$ cat src/tfu_pkg.sv
package tfu_pkg;

  // texel format codes
  localparam logic [3:0] FMT_RGBA5551 = 4'd0;
  localparam logic [3:0] FMT_RGBA8888 = 4'd1;
  localparam logic [3:0] FMT_I4       = 4'd2;
  localparam logic [3:0] FMT_I8       = 4'd3;
  localparam logic [3:0] FMT_IA4      = 4'd4;
  localparam logic [3:0] FMT_IA8      = 4'd5;
  localparam logic [3:0] FMT_IA16     = 4'd6;
  localparam logic [3:0] FMT_CI4      = 4'd7;
  localparam logic [3:0] FMT_CI8      = 4'd8;

  // register map
  localparam int PADDR_W = 3;
  localparam logic REG_TEXEL_FORMAT = 1'b0;

  localparam logic [7:0] ALPHA_OPAQUE = 8'hFF;

  // one output pixel
  typedef struct packed {
    logic [7:0] red;
    logic [7:0] green;
    logic [7:0] blue;
    logic [7:0] alpha;
    logic [7:0] palette_index;
    logic       is_indexed;
    logic       last_of_run;
  } pixel_t;

  // pixels produced by one byte, p0 goes out first
  typedef struct packed {
    logic [1:0] cnt;
    pixel_t     p0;
    pixel_t     p1;
  } pair_t;

  function automatic logic [7:0] widen5(input logic [4:0] v);
    widen5 = {v, v[4:2]};
  endfunction

  function automatic logic [7:0] widen4(input logic [3:0] v);
    widen4 = {v, v};
  endfunction

  // 3-bit intensity of an ia4 nibble, replicated to 8 bits
  function automatic logic [7:0] ia4_gray(input logic [3:0] nib);
    ia4_gray = {nib[3:1], nib[3:1], nib[3:2]};
  endfunction

  function automatic pixel_t gray_pixel(input logic [7:0] gray, input logic [7:0] alpha,
                                        input logic last);
    pixel_t p;
    p.red           = gray;
    p.green         = gray;
    p.blue          = gray;
    p.alpha         = alpha;
    p.palette_index = 8'd0;
    p.is_indexed    = 1'b0;
    p.last_of_run   = last;
    gray_pixel = p;
  endfunction

endpackage

$ cat src/tfu_cfg.sv
module tfu_cfg (
  input  logic                        clk,
  input  logic                        rst,
  input  logic                        psel,
  input  logic                        penable,
  input  logic                        pwrite,
  input  logic [tfu_pkg::PADDR_W-1:0] paddr,
  input  logic [31:0]                 pwdata,
  output logic [31:0]                 prdata,
  output logic                        pready,
  output logic [3:0]                  texel_format,
  output logic                        restart
);
  import tfu_pkg::*;

  logic wr_hit;

  assign pready = 1'b1;
  assign wr_hit = psel && penable && pwrite && (paddr[PADDR_W-1] == REG_TEXEL_FORMAT);

  // a write to the format register restarts byte assembly at the same edge as the format update
  assign restart = wr_hit;

  // format register
  always_ff @(posedge clk) begin
    if (rst) begin
      texel_format <= FMT_RGBA5551;
    end else begin
      if (wr_hit) begin
        texel_format <= pwdata[3:0];
      end
    end
  end

  // readback
  always_comb begin
    prdata = 32'd0;
    if (paddr[PADDR_W-1] == REG_TEXEL_FORMAT) begin
      prdata = {28'd0, texel_format};
    end
  end

endmodule

$ cat src/tfu_unpack.sv
module tfu_unpack (
  input  logic           clk,
  input  logic           rst,
  input  logic [3:0]     texel_format,
  input  logic           restart,
  input  logic           s_tvalid,
  output logic           s_tready,
  input  logic [7:0]     data_byte,
  input  logic           first_byte,
  input  logic           can_load,
  output logic           ld_valid,
  output tfu_pkg::pair_t ld
);
  import tfu_pkg::*;

  logic        in_valid;
  logic [7:0]  in_byte;
  logic        in_first;
  logic [1:0]  phase;
  logic [23:0] held;
  logic [1:0]  phase_next;
  logic [23:0] held_next;
  logic [1:0]  eff_phase;
  logic [23:0] eff_held;
  logic [3:0]  hi;
  logic [3:0]  lo;
  logic [15:0] v16;
  logic        adv;
  pair_t       res;

  assign hi        = in_byte[7:4];
  assign lo        = in_byte[3:0];
  assign eff_phase = in_first ? 2'd0 : phase;
  assign eff_held  = in_first ? 24'd0 : held;
  assign v16       = {eff_held[7:0], in_byte};

  // per-format unpack of the held byte
  always_comb begin
    res        = '0;
    phase_next = 2'd0;
    held_next  = 24'd0;
    case (texel_format)
      FMT_RGBA5551: begin
        if (eff_phase == 2'd0) begin
          phase_next = 2'd1;
          held_next  = {16'd0, in_byte};
        end else begin
          res.cnt              = 2'd1;
          res.p0.red           = widen5(v16[15:11]);
          res.p0.green         = widen5(v16[10:6]);
          res.p0.blue          = widen5(v16[5:1]);
          res.p0.alpha         = v16[0] ? ALPHA_OPAQUE : 8'd0;
          res.p0.last_of_run   = 1'b1;
        end
      end
      FMT_RGBA8888: begin
        if (eff_phase != 2'd3) begin
          phase_next = eff_phase + 2'd1;
          held_next  = {eff_held[15:0], in_byte};
        end else begin
          res.cnt            = 2'd1;
          res.p0.red         = eff_held[23:16];
          res.p0.green       = eff_held[15:8];
          res.p0.blue        = eff_held[7:0];
          res.p0.alpha       = in_byte;
          res.p0.last_of_run = 1'b1;
        end
      end
      FMT_I4: begin
        res.cnt = 2'd2;
        res.p0  = gray_pixel(widen4(hi), ALPHA_OPAQUE, 1'b0);
        res.p1  = gray_pixel(widen4(lo), ALPHA_OPAQUE, 1'b1);
      end
      FMT_I8: begin
        res.cnt = 2'd1;
        res.p0  = gray_pixel(in_byte, ALPHA_OPAQUE, 1'b1);
      end
      FMT_IA4: begin
        res.cnt = 2'd2;
        res.p0  = gray_pixel(ia4_gray(hi), hi[0] ? ALPHA_OPAQUE : 8'd0, 1'b0);
        res.p1  = gray_pixel(ia4_gray(lo), lo[0] ? ALPHA_OPAQUE : 8'd0, 1'b1);
      end
      FMT_IA8: begin
        res.cnt = 2'd1;
        res.p0  = gray_pixel(widen4(hi), widen4(lo), 1'b1);
      end
      FMT_IA16: begin
        if (eff_phase == 2'd0) begin
          phase_next = 2'd1;
          held_next  = {16'd0, in_byte};
        end else begin
          res.cnt = 2'd1;
          res.p0  = gray_pixel(eff_held[7:0], in_byte, 1'b1);
        end
      end
      FMT_CI4: begin
        res.cnt                 = 2'd2;
        res.p0                  = gray_pixel({hi, 4'd0}, ALPHA_OPAQUE, 1'b0);
        res.p0.palette_index    = {4'd0, hi};
        res.p0.is_indexed       = 1'b1;
        res.p1                  = gray_pixel({lo, 4'd0}, ALPHA_OPAQUE, 1'b1);
        res.p1.palette_index    = {4'd0, lo};
        res.p1.is_indexed       = 1'b1;
      end
      FMT_CI8: begin
        res.cnt              = 2'd1;
        res.p0               = gray_pixel(in_byte, ALPHA_OPAQUE, 1'b1);
        res.p0.palette_index = in_byte;
        res.p0.is_indexed    = 1'b1;
      end
      default: begin
        // unused code: byte dropped, assembly restarts
        res = '0;
      end
    endcase
  end

  // a byte with no pixels never waits for the output side
  assign adv      = in_valid && ((res.cnt == 2'd0) || can_load);
  assign s_tready = !in_valid || adv;
  assign ld_valid = adv && (res.cnt != 2'd0);
  assign ld       = res;

  // input register and assembly state
  always_ff @(posedge clk) begin
    if (rst) begin
      in_valid <= 1'b0;
      phase    <= 2'd0;
      held     <= 24'd0;
    end else begin
      if (s_tready) begin
        in_valid <= s_tvalid;
      end
      if (restart) begin
        phase <= 2'd0;
        held  <= 24'd0;
      end else if (adv) begin
        phase <= phase_next;
        held  <= held_next;
      end
    end
  end

  always_ff @(posedge clk) begin
    if (s_tvalid && s_tready) begin
      in_byte  <= data_byte;
      in_first <= first_byte;
    end
  end

endmodule

$ cat src/tfu_pair_buf.sv
module tfu_pair_buf (
  input  logic            clk,
  input  logic            rst,
  input  logic            ld_valid,
  input  tfu_pkg::pair_t  ld,
  output logic            can_load,
  output logic            m_tvalid,
  input  logic            m_tready,
  output tfu_pkg::pixel_t head
);
  import tfu_pkg::*;

  logic [1:0] cnt;
  pixel_t     p0;
  pixel_t     p1;
  logic       drain;

  assign m_tvalid = (cnt != 2'd0);
  assign drain    = m_tvalid && m_tready;
  assign can_load = (cnt == 2'd0) || ((cnt == 2'd1) && m_tready);
  assign head     = p0;

  // pixel count; a load replaces whatever is left after this cycle's transaction
  always_ff @(posedge clk) begin
    if (rst) begin
      cnt <= 2'd0;
    end else if (ld_valid) begin
      cnt <= ld.cnt;
    end else if (drain) begin
      cnt <= cnt - 2'd1;
    end
  end

  always_ff @(posedge clk) begin
    if (ld_valid) begin
      p0 <= ld.p0;
      p1 <= ld.p1;
    end else if (drain && (cnt == 2'd2)) begin
      p0 <= p1;
    end
  end

endmodule

$ cat src/texel_format_unpack_core.sv
// Texel format unpacker: raw texture bytes in, 8-bit RGBA pixels out.
// Input stream: s_tdata carries one byte in memory order, s_tuser marks the
// first byte of a texture and restarts byte assembly.
// Output stream: one pixel per transaction; tdata packs red, green, blue,
// alpha and palette index, tuser flags indexed formats, tlast marks the last
// pixel produced by a byte.
// APB port: one register, texel_format at address 0. Writing it restarts
// byte assembly; write it only while both streams are idle.
// Pipeline: two register stages, the input register and the pixel pair
// register; an accepted byte is unpacked on its way from one to the other.
// Throughput: one byte per cycle for 8/16/32-bit formats while the receiver
// does not stall; 4-bit formats give two pixels per byte, and their byte rate
// is set by the single output port draining the pixel pair register one pixel per cycle.
// When the receiver stalls, the pair register holds and the input register
// fills, then s_tready drops; nothing is lost.
// Reset (rst, synchronous): format rgba5551, assembly cleared, both streams
// empty.
module texel_format_unpack_core (
  input  logic                        clk,
  input  logic                        rst,
  input  logic                        s_tvalid,
  output logic                        s_tready,
  input  logic [7:0]                  s_tdata,   // [7:0] data_byte
  input  logic                        s_tuser,   // [0] first_byte
  output logic                        m_tvalid,
  input  logic                        m_tready,
  output logic [39:0]                 m_tdata,   // red, green, blue, alpha, palette_index
  output logic                        m_tuser,   // [0] is_indexed
  output logic                        m_tlast,
  input  logic                        psel,
  input  logic                        penable,
  input  logic                        pwrite,
  input  logic [tfu_pkg::PADDR_W-1:0] paddr,
  input  logic [31:0]                 pwdata,
  output logic [31:0]                 prdata,
  output logic                        pready
);
  import tfu_pkg::*;

  logic [3:0] texel_format;
  logic       restart;
  logic       can_load;
  logic       ld_valid;
  pair_t      ld;
  pixel_t     head;

  tfu_cfg u_cfg (
    .clk          (clk),
    .rst          (rst),
    .psel         (psel),
    .penable      (penable),
    .pwrite       (pwrite),
    .paddr        (paddr),
    .pwdata       (pwdata),
    .prdata       (prdata),
    .pready       (pready),
    .texel_format (texel_format),
    .restart      (restart)
  );

  tfu_unpack u_unpack (
    .clk          (clk),
    .rst          (rst),
    .texel_format (texel_format),
    .restart      (restart),
    .s_tvalid     (s_tvalid),
    .s_tready     (s_tready),
    .data_byte    (s_tdata),
    .first_byte   (s_tuser),
    .can_load     (can_load),
    .ld_valid     (ld_valid),
    .ld           (ld)
  );

  tfu_pair_buf u_pair_buf (
    .clk      (clk),
    .rst      (rst),
    .ld_valid (ld_valid),
    .ld       (ld),
    .can_load (can_load),
    .m_tvalid (m_tvalid),
    .m_tready (m_tready),
    .head     (head)
  );

  assign m_tdata = {head.palette_index, head.alpha, head.blue, head.green, head.red};
  assign m_tuser = head.is_indexed;
  assign m_tlast = head.last_of_run;

endmodule

$ cat config.mk
export PLATFORM = sky130hd
export DESIGN_NAME = texel_format_unpack_core
export DESIGN_NICKNAME = d
export VERILOG_FILES = /design/src/tfu_pkg.sv /design/src/tfu_cfg.sv /design/src/tfu_unpack.sv /design/src/tfu_pair_buf.sv /design/src/texel_format_unpack_core.sv
export SDC_FILE = /design/constraint.sdc
export NUM_CORES = 1
export LEC_CHECK = 0
export BUFFER_PORTS_ARGS = -buffer_cell sky130_fd_sc_hd__buf_4
export CAP_MARGIN = 20
export CORE_MARGIN = 3
export CORE_UTILIZATION = 58
export CTS_CLUSTER_SIZE = 24
export DETAILED_ROUTE_END_ITERATION = 6
export PLACE_DENSITY = 0.93
export SYNTH_ARGS = -nofsm -noshare
export SYNTH_HDL_FRONTEND = slang
export SYNTH_SLANG_ARGS = --single-unit
$ cat constraint.sdc
create_clock -name clk -period 6.6 [get_ports clk]
set_input_delay 0.66 -clock clk [delete_from_list [all_inputs] [get_ports clk]]
set_output_delay 0.66 -clock clk [all_outputs]
set_load 0.01 [all_outputs]
==> summary.txt, run 1 <==
Outcome
  • Run status: finished clean

Global routing
  • Maximum number of pins on one net before global-route repair: 53
  • Total track usage: 0.244
  • Vias in the first global route: about 3800
  • Overflow left after global routing: 0
  • First-pass GRT wire length: 19100 microns
  • Number of antenna violations at the first check in global routing: 0

STA
  • Fin crit share: 0.564
  • Worst-case headroom to the max-slew limit: 0.323
  • Setup repair after global routing missed its margin: no
  • Tmin final: between 3 and 4 ns
  • Slew of the pin with the lowest slew margin: 1.01 ns
  • Post-route setup TNS: 0 ns
  • Final hold violation count: 0
  • Setup Skew: approximately 0.011 ns
  • Final count of negative-setup-slack endpoints: 0
  • Peak Freq: about 0.27 GHz
  • Final setup margin: roughly 2.9 ns
  • Pins Over Slew Limit: 0

Floorplanning
  • Vert. Die Dim: ~100 microns
  • # rows: 33
  • Overall die area: 10000 sq um
  • Width of the die: roughly 100 microns
  • I/O pins: between 100 and 150
  • Floorplan core area: roughly 8400 sq um
  • Effective utilization at floorplan: 0.609

Layout
  • Antenna diode count: 0
  • Syn-to-layout area delta: 11.0%
  • Net count, final: 610
  • Layout filler cell count: approximately 640
  • Fraction of final layout cells sized beyond drive strength 1: 0.186

CTS
  • Number of clock sinks: 99
  • Clock-pin slew reported for the worst setup and hold paths after clock tree synthesis: 0.10 ns
  • CTS max path bufs: 2
  • Number of buffers inserted during clock tree synthesis: 9
  • Clock latency reported for the late side of the worst-skew pair: ~0.37 ns
  • Root Buffer Master: clkbuf_8
  • Clock tree from TritonCTS: yes
  • Gates resized, CTS repair: 0
  • Count of hold buffers inserted by post-cts repair: 0
  • H-tree levels: 3
  • Postcts setup bufs: 0

Critical path
  • CP required: between 6 and 7 ns
  • Master of the slowest instance on the critical path: edfxtp_1
  • Critical Path Fanout Max: 48
  • Crit start category: flip-flop
  • Cell seen most often among critical-path stages: inv_1
  • Endpoint type of the worst setup path: flip-flop
  • Cell type group with the largest total delay on the critical path: simple AND/OR/NAND/NOR gates
  • Type of the worst setup path: flip-flop to flip-flop
  • Peak per-stage delay on the critical path: ~0.63 ns
  • Critical path buffers and inverters: 3
  • Cells along the critical path: inv_1 -> nand2_1 -> inv_1 -> ha_1 -> or4b_1 -> nand4b_1 -> or2_1 -> inv_4 -> nor2_2 -> a21oi_1
  • Arrival time reported for the critical path endpoint: between 3 and 4 ns

Placed design
  • HPWL after detailed placement: ~8000 microns
  • Quantity of I/O buffers inserted on ports: just under 70
  • Dpl ws: 2.99 ns
  • RD Place Congestion: a little over 0.9

Min path
  • Hold Crit Class: input pin to flip-flop

Synthesis
  • Fraction of synthesized cell area taken by the top area cell type: 0.386
  • Cell accounting for the most synthesized area: edfxtp_1
  • Portion of the post-synthesis area used by sequential elements: 0.515
  • Top cells by area in the synthesized netlist: edfxtp_1 (39%), dfxtp_1 (13%), buf_4 (4.8%), nand2_1 (3.9%), o21ai_0 (3.2%)
  • Area of the mapped netlist: ~5100 sq um
  • Fraction of registers with async set/reset: 0
  • Cell variety after synth: 63
  • Gate count after technology mapping: just over 500
  • Predominant post-synthesis flop cell: edfxtp_1
  • Total number of yosys warnings: 0
  • Number of enable-type register cells in the synthesized netlist: 66
  • Post-synthesis register bit count: a little under 100
  • Mean instance size in the synthesized netlist: approximately 10 sq um

Drt
  • Wire length per cell: ~18 microns
  • Via density per instance: a little over 6
  • DR iter-0 viols: 428
  • Remaining routing DRC violations: 0
  • Final wirelength: ~12000 microns
  • Count of nets left with antenna violations after detail routing: 0
  • Routed via count: 4050
  • Number of search-and-repair iterations in the first detailed-routing pass: 5

Power and ir drop
  • Worst IR Drop VDD: roughly 0.14 mV
  • Total power per unit cell area: 225 nW/um^2
  • Leakage power summed over all cells: 2.14 nW

Run
  • Maxcap violations: 0
==> power by group <==
group | leakage [nW] | switching (W) | internal (W)
logic | 1.19 | 0.0000969 | 0.0000652
clock network | 0.0939 | 0.000221 | 0.000179
registers | 0.854 | 0.0000268 | 0.000696
==> area by class of cell <==
type                    instances  area [sq um]  area share
clock buffers                  10           128      0.0224
clock inverters                 6          71.3      0.0125
inverters                      11          43.8     0.00769
multi-input cells             362          2150       0.377
flip-flops and latches         99          2640       0.464
well taps                     105           131      0.0231
repair buffers                 71           533      0.0935
==> final timing paths <==
| kind | startpoint | to | slack [ns] | cells after the start |
|---|---|---|---|---|
| max | u_unpack.in_first$_DFFE_PP_ | u_pair_buf.head[17]$_DFFE_PP_ | 2.88 | 10 |
| min | s_tdata[6] | u_unpack.in_byte[6]$_DFFE_PP_ | 0.45 | 1 |
| min reg2reg | u_unpack.held[2]$_SDFFE_PP0P_ | u_unpack.held[2]$_SDFFE_PP0P_ | 0.48 | 2 |
| max reg2reg | u_unpack.in_first$_DFFE_PP_ | u_pair_buf.head[17]$_DFFE_PP_ | 2.88 | 10 |
==> layout by cell type, fill, tap and decap left out, types with 3 or more instances in the layout <==
cell type,n
buf_4,71
edfxtp_1,66
nand2_1,54
o21ai_0,33
dfxtp_1,33
nand3_1,32
a21oi_1,30
conb_1,29
nor2_1,28
nor2b_1,18
o22a_1,15
a22oi_1,13
inv_1,10
and2_1,10
clkbuf_8,9
a21o_1,8
and3_1,6
a221oi_1,6
o31ai_1,6
nand2b_1,5
mux2i_1,5
ha_1,5
nand4b_1,3
or2_2,3
nor3b_1,3
o211ai_1,3
nor2_2,3
a22o_1,3
a32oi_1,3
nor3_1,3
inv_6,3
==> logic make-up after synthesis <==
logic type               share of synthesized area
AO/OA/AOI/OAI                                0.181
XOR/XNOR                                   0.00341
adder cells (fa/ha/maj)                     0.0122
buffers and inverters                       0.0870
flip-flops                                   0.515
multiplexers                               0.00975
other                                      0.00146
AND/OR/NAND/NOR                              0.190
==> synth_stat cells (2+ instances only) <==
| master | count |
|---|---|
| buf_1 | 2 |
| nor2b_1 | 18 |
| nor2_2 | 3 |
| dfxtp_1 | 33 |
| o21bai_1 | 2 |
| nand3_1 | 32 |
| o22a_1 | 15 |
| a32oi_1 | 3 |
| o31ai_1 | 6 |
| nor3_1 | 3 |
| clkbuf_1 | 19 |
| and2_1 | 10 |
| a221oi_1 | 6 |
| buf_2 | 13 |
| or3_1 | 2 |
| o21ai_0 | 33 |
| mux2i_1 | 5 |
| nand2_1 | 54 |
| or4bb_1 | 2 |
| buf_4 | 33 |
| ha_1 | 5 |
| a22oi_1 | 13 |
| nand2b_1 | 5 |
| nor2_1 | 28 |
| o41ai_1 | 2 |
| nand4b_1 | 3 |
| and3_1 | 6 |
| or2_2 | 3 |
| a21oi_1 | 30 |
| edfxtp_1 | 66 |
| xnor2_1 | 2 |
| o211ai_2 | 2 |
| nor3b_1 | 3 |
| a22o_1 | 3 |
| a21o_1 | 8 |
| o211ai_1 | 3 |
| conb_1 | 2 |
| inv_1 | 10 |
==> layer usage <==
layer	GRT usage	part of all wire	vias to the layer above	wire length, microns
li1	-	-	1890	-
met1	0.321	0.39	1863	4670
met2	0.387	0.48	258	5760
met3	0.0473	0.098	39	1180
met4	0.123	0.034	0	410
met5	0	0	-	0
==> state kept, by name, summed over array words and instances, names as in the netlist <==
| name | count |
|---|---|
| u_pair_buf.p1 | 15 |
| u_unpack.phase | 2 |
| u_unpack.in_first | 1 |
| u_unpack.held | 24 |
| u_unpack.in_byte | 8 |
| u_pair_buf.head | 42 |
| u_cfg.texel_format | 4 |
| u_pair_buf.cnt | 2 |
| u_unpack.in_valid | 1 |
==> through the flow <==
stage                     area (sq um)  hold slack, ns  std cells   util  power, W
after CTS                         5700           0.449        664  0.676   0.00129
after global placement            5500           0.448        648  0.653  0.000888
after detailed placement          5500           0.462        648  0.653  0.000897
final                             5700           0.452        664  0.676   0.00128
after global routing              5700           0.443        664  0.676   0.00133
after floorplan                   5230           0.436        540      -  0.000847
(Power assumes the default switching activity.)
==> run 2, diff against run 1 <==
- CORE_UTILIZATION: 58 -> 48
- PLACE_DENSITY: 0.93 -> 0.83
- clock period: 6.6 -> 3.3 ns (I/O delays scaled with it)
==> run 2 against run 1 <==
Core utilization fell by 11 points; die area rose by 20%; global-route usage fell by 5.0 points; final cell count rose by 6.9%; sequential power rose by 99%; worst setup slack got worse by 2.7 ns; combinational power rose by 110%; sequential cell count did not move; design area rose by 3.2%; via count fell by 1.0%; fmax rose by 21%; clock power rose by 98%.
==> summary.txt, run 2 (synthesis results as in run 1) <==
CTS
  • Postcts setup bufs: 0 (unchanged)
  • Clock tree from TritonCTS: yes (unchanged)
  • Gates resized, CTS repair: 0 (unchanged)
  • Count of hold buffers inserted by post-cts repair: 0 (unchanged)
  • Root Buffer Master: clkbuf_8 (unchanged)
  • Number of clock sinks: 99 (unchanged)
  • Clock-pin slew reported for the worst setup and hold paths after clock tree synthesis: 0.10 ns (about the same)
  • Clock latency reported for the late side of the worst-skew pair: 0.36 ns (was 0.37 ns)
  • H-tree levels: 3 (unchanged)
  • CTS max path bufs: 2 (unchanged)
  • Number of buffers inserted during clock tree synthesis: 9 (unchanged)

Drt
  • Via density per instance: 5.65 (was 6.10)
  • Remaining routing DRC violations: 0 (unchanged)
  • Final wirelength: 11700 microns (was 12000 microns)
  • Top layer in use: met4 (unchanged)
  • Wire length per cell: 16.5 microns (was 18.1 microns)
  • Routed length on met2: 5620 microns (was 5760 microns)
  • Routed metal-1 wirelength: 4800 microns (was 4670 microns)
  • Detailed-routed wire length on met3: 1020 microns (was 1180 microns)
  • Routed via count: 4008 (was 4050)
  • Count of nets left with antenna violations after detail routing: 0 (unchanged)
  • Number of search-and-repair iterations in the first detailed-routing pass: 6 (was 5)
  • DR iter-0 viols: 308 (was 428)

Power and ir drop
  • Worst IR Drop VDD: 0.286 mV (was 0.137 mV)
  • Total power per unit cell area: 438 nW/um^2 (was 225 nW/um^2)
  • Final Total Pwr: 0.00258 W (was 0.00128 W)
  • Leakage power summed over all cells: 2.24 nW (was 2.14 nW)

Layout
  • Antenna diode count: 0 (unchanged)
  • Syn-to-layout area delta: 14.6% (was 11.0%)
  • Commonest non-fill, non-tap cell in the layout: buf_4 (unchanged)
  • Commonest non-fill, non-tap cells in the layout: buf_4 (85), edfxtp_1 (66), nand2_1 (53) (was buf_4 (71), edfxtp_1 (66), nand2_1 (54))
  • Layout filler cell count: 897 (was 635)
  • Number of non-filler instances in the completed layout: 710 (was 664)
  • Area occupied by multi-input gates: 2150 sq um (about the same)
  • Fraction of final layout cells sized beyond drive strength 1: 0.211 (was 0.186)
  • Net count, final: 625 (was 610)
  • Area taken by flip-flops and latches: 2640 sq um (unchanged)
  • Post-route cell area: 5880 sq um (was 5700 sq um)
  • Number of flip-flops under the largest register name: 42 (unchanged)

Critical path
  • Arrival time reported for the critical path endpoint: 3.17 ns (was 3.84 ns)
  • Beginning of the critical path: u_unpack.in_first$_DFFE_PP_ (unchanged)
  • CP required: 3.39 ns (was 6.71 ns)
  • Crit start category: flip-flop (unchanged)
  • Startpoint of the most critical register-to-register path: u_unpack.in_first$_DFFE_PP_ (unchanged)
  • Critical Path Fanout Max: 17 (was 48)
  • Endpoint type of the worst setup path: flip-flop (unchanged)
  • Type of the worst setup path: flip-flop to flip-flop (unchanged)

STA
  • Slew of the pin with the lowest slew margin: 1.05 ns (was 1.01 ns)
  • Post-route setup TNS: 0 ns (unchanged)
  • Pins Over Slew Limit: 0 (unchanged)
  • Peak Freq: 0.325 GHz (was 0.268 GHz)
  • Worst-case headroom to the max-slew limit: 0.297 (was 0.323)
  • Final hold violation count: 0 (unchanged)
  • Final setup margin: 0.221 ns (was 2.88 ns)
  • Final count of negative-setup-slack endpoints: 0 (unchanged)
  • Tmin final: 3.08 ns (was 3.72 ns)
  • Fin crit share: 0.933 (was 0.564)
  • Setup repair after global routing missed its margin: no (unchanged)
  • Setup Skew: 0.0122 ns (was 0.0106 ns)

Placed design
  • Post-placement cell area: 5670 sq um (was 5500 sq um)
  • Quantity of I/O buffers inserted on ports: 68 (unchanged)
  • RD Place Congestion: 0.951 (was 0.908)
  • DP Cell Count: 694 (was 648)
  • HPWL after detailed placement: 8310 microns (was 8140 microns)
  • Dpl ws: 0.309 ns (was 2.99 ns)

Floorplanning
  • I/O pins: 128 (unchanged)
  • Floorplan core area: 10400 sq um (was 8420 sq um)
  • Width of the die: 109 microns (was 100 microns)
  • Vert. Die Dim: 109 microns (was 100 microns)
  • # rows: 37 (was 33)
  • Effective utilization at floorplan: 0.495 (was 0.609)
  • Overall die area: 12000 sq um (was 10000 sq um)

Run
  • Maxcap violations: 0 (unchanged)

Global routing
  • Vias in the first global route: 3607 (was 3806)
  • First-pass GRT wire length: 18100 microns (was 19100 microns)
  • Number of antenna violations at the first check in global routing: 0 (unchanged)
  • Maximum number of pins on one net before global-route repair: 53 (unchanged)
  • Total track usage: 0.194 (was 0.244)
  • Overflow left after global routing: 0 (unchanged)

Min path
  • Hold Crit Class: input pin to flip-flop (unchanged)
  • Startpoint of the lowest-slack hold path: s_tuser (was s_tdata[6])

Outcome
  • Run status: finished clean (unchanged)
run 2: final timing paths:
check / to / slack, ns / cells past startpoint
worst max register to register: u_pair_buf.head[22]$_DFFE_PP_ / 0.22 / 9
worst min register to register: u_unpack.held[7]$_SDFFE_PP0P_ / 0.48 / 2
worst max-delay path: u_pair_buf.head[22]$_DFFE_PP_ / 0.22 / 9
worst min-delay path: u_unpack.in_first$_DFFE_PP_ / 0.14 / 1
run 2: where the power goes:
part	switching [W]	internal (W)
combinational	0.000201	0.000141
sequential	0.0000486	0.00139
clock	0.000407	0.000387
total	0.000657	0.00192
run 2: layout make-up:
type                            instances  area share
Tap cell                              136      0.0289
Clock buffer                           12      0.0319
Inverter                               11     0.00745
Sequential cell                        99       0.449
Clock inverter                          4     0.00468
Multi-Input combinational cell        362       0.366
Timing Repair Buffer                   86       0.112
run 2: worst max-delay path, cell delays in order, from the launching register on:
cell      delay (ns)
edfxtp_1        0.61
nor2b_1         0.27
inv_1           0.09
ha_1            0.34
nand4b_1        0.17
o311ai_1        0.16
or2_1           0.33
buf_4           0.22
a211oi_1        0.46
a21oi_1         0.14
run 2: routing by layer:
metal | vias to the layer above | GRT usage
met5 | - | 0
met4 | 0 | 0.0712
met3 | 19 | 0.0417
met2 | 206 | 0.309
met1 | 1872 | 0.260
li1 | 1911 | -
run 2: through the flow:
step                hold slack (ns)  utilization
floorplan                     0.429            -
global placement              0.447        0.546
detailed placement            0.464        0.546
CTS                           0.122        0.567
global route                  0.116        0.567
finish                        0.138        0.567
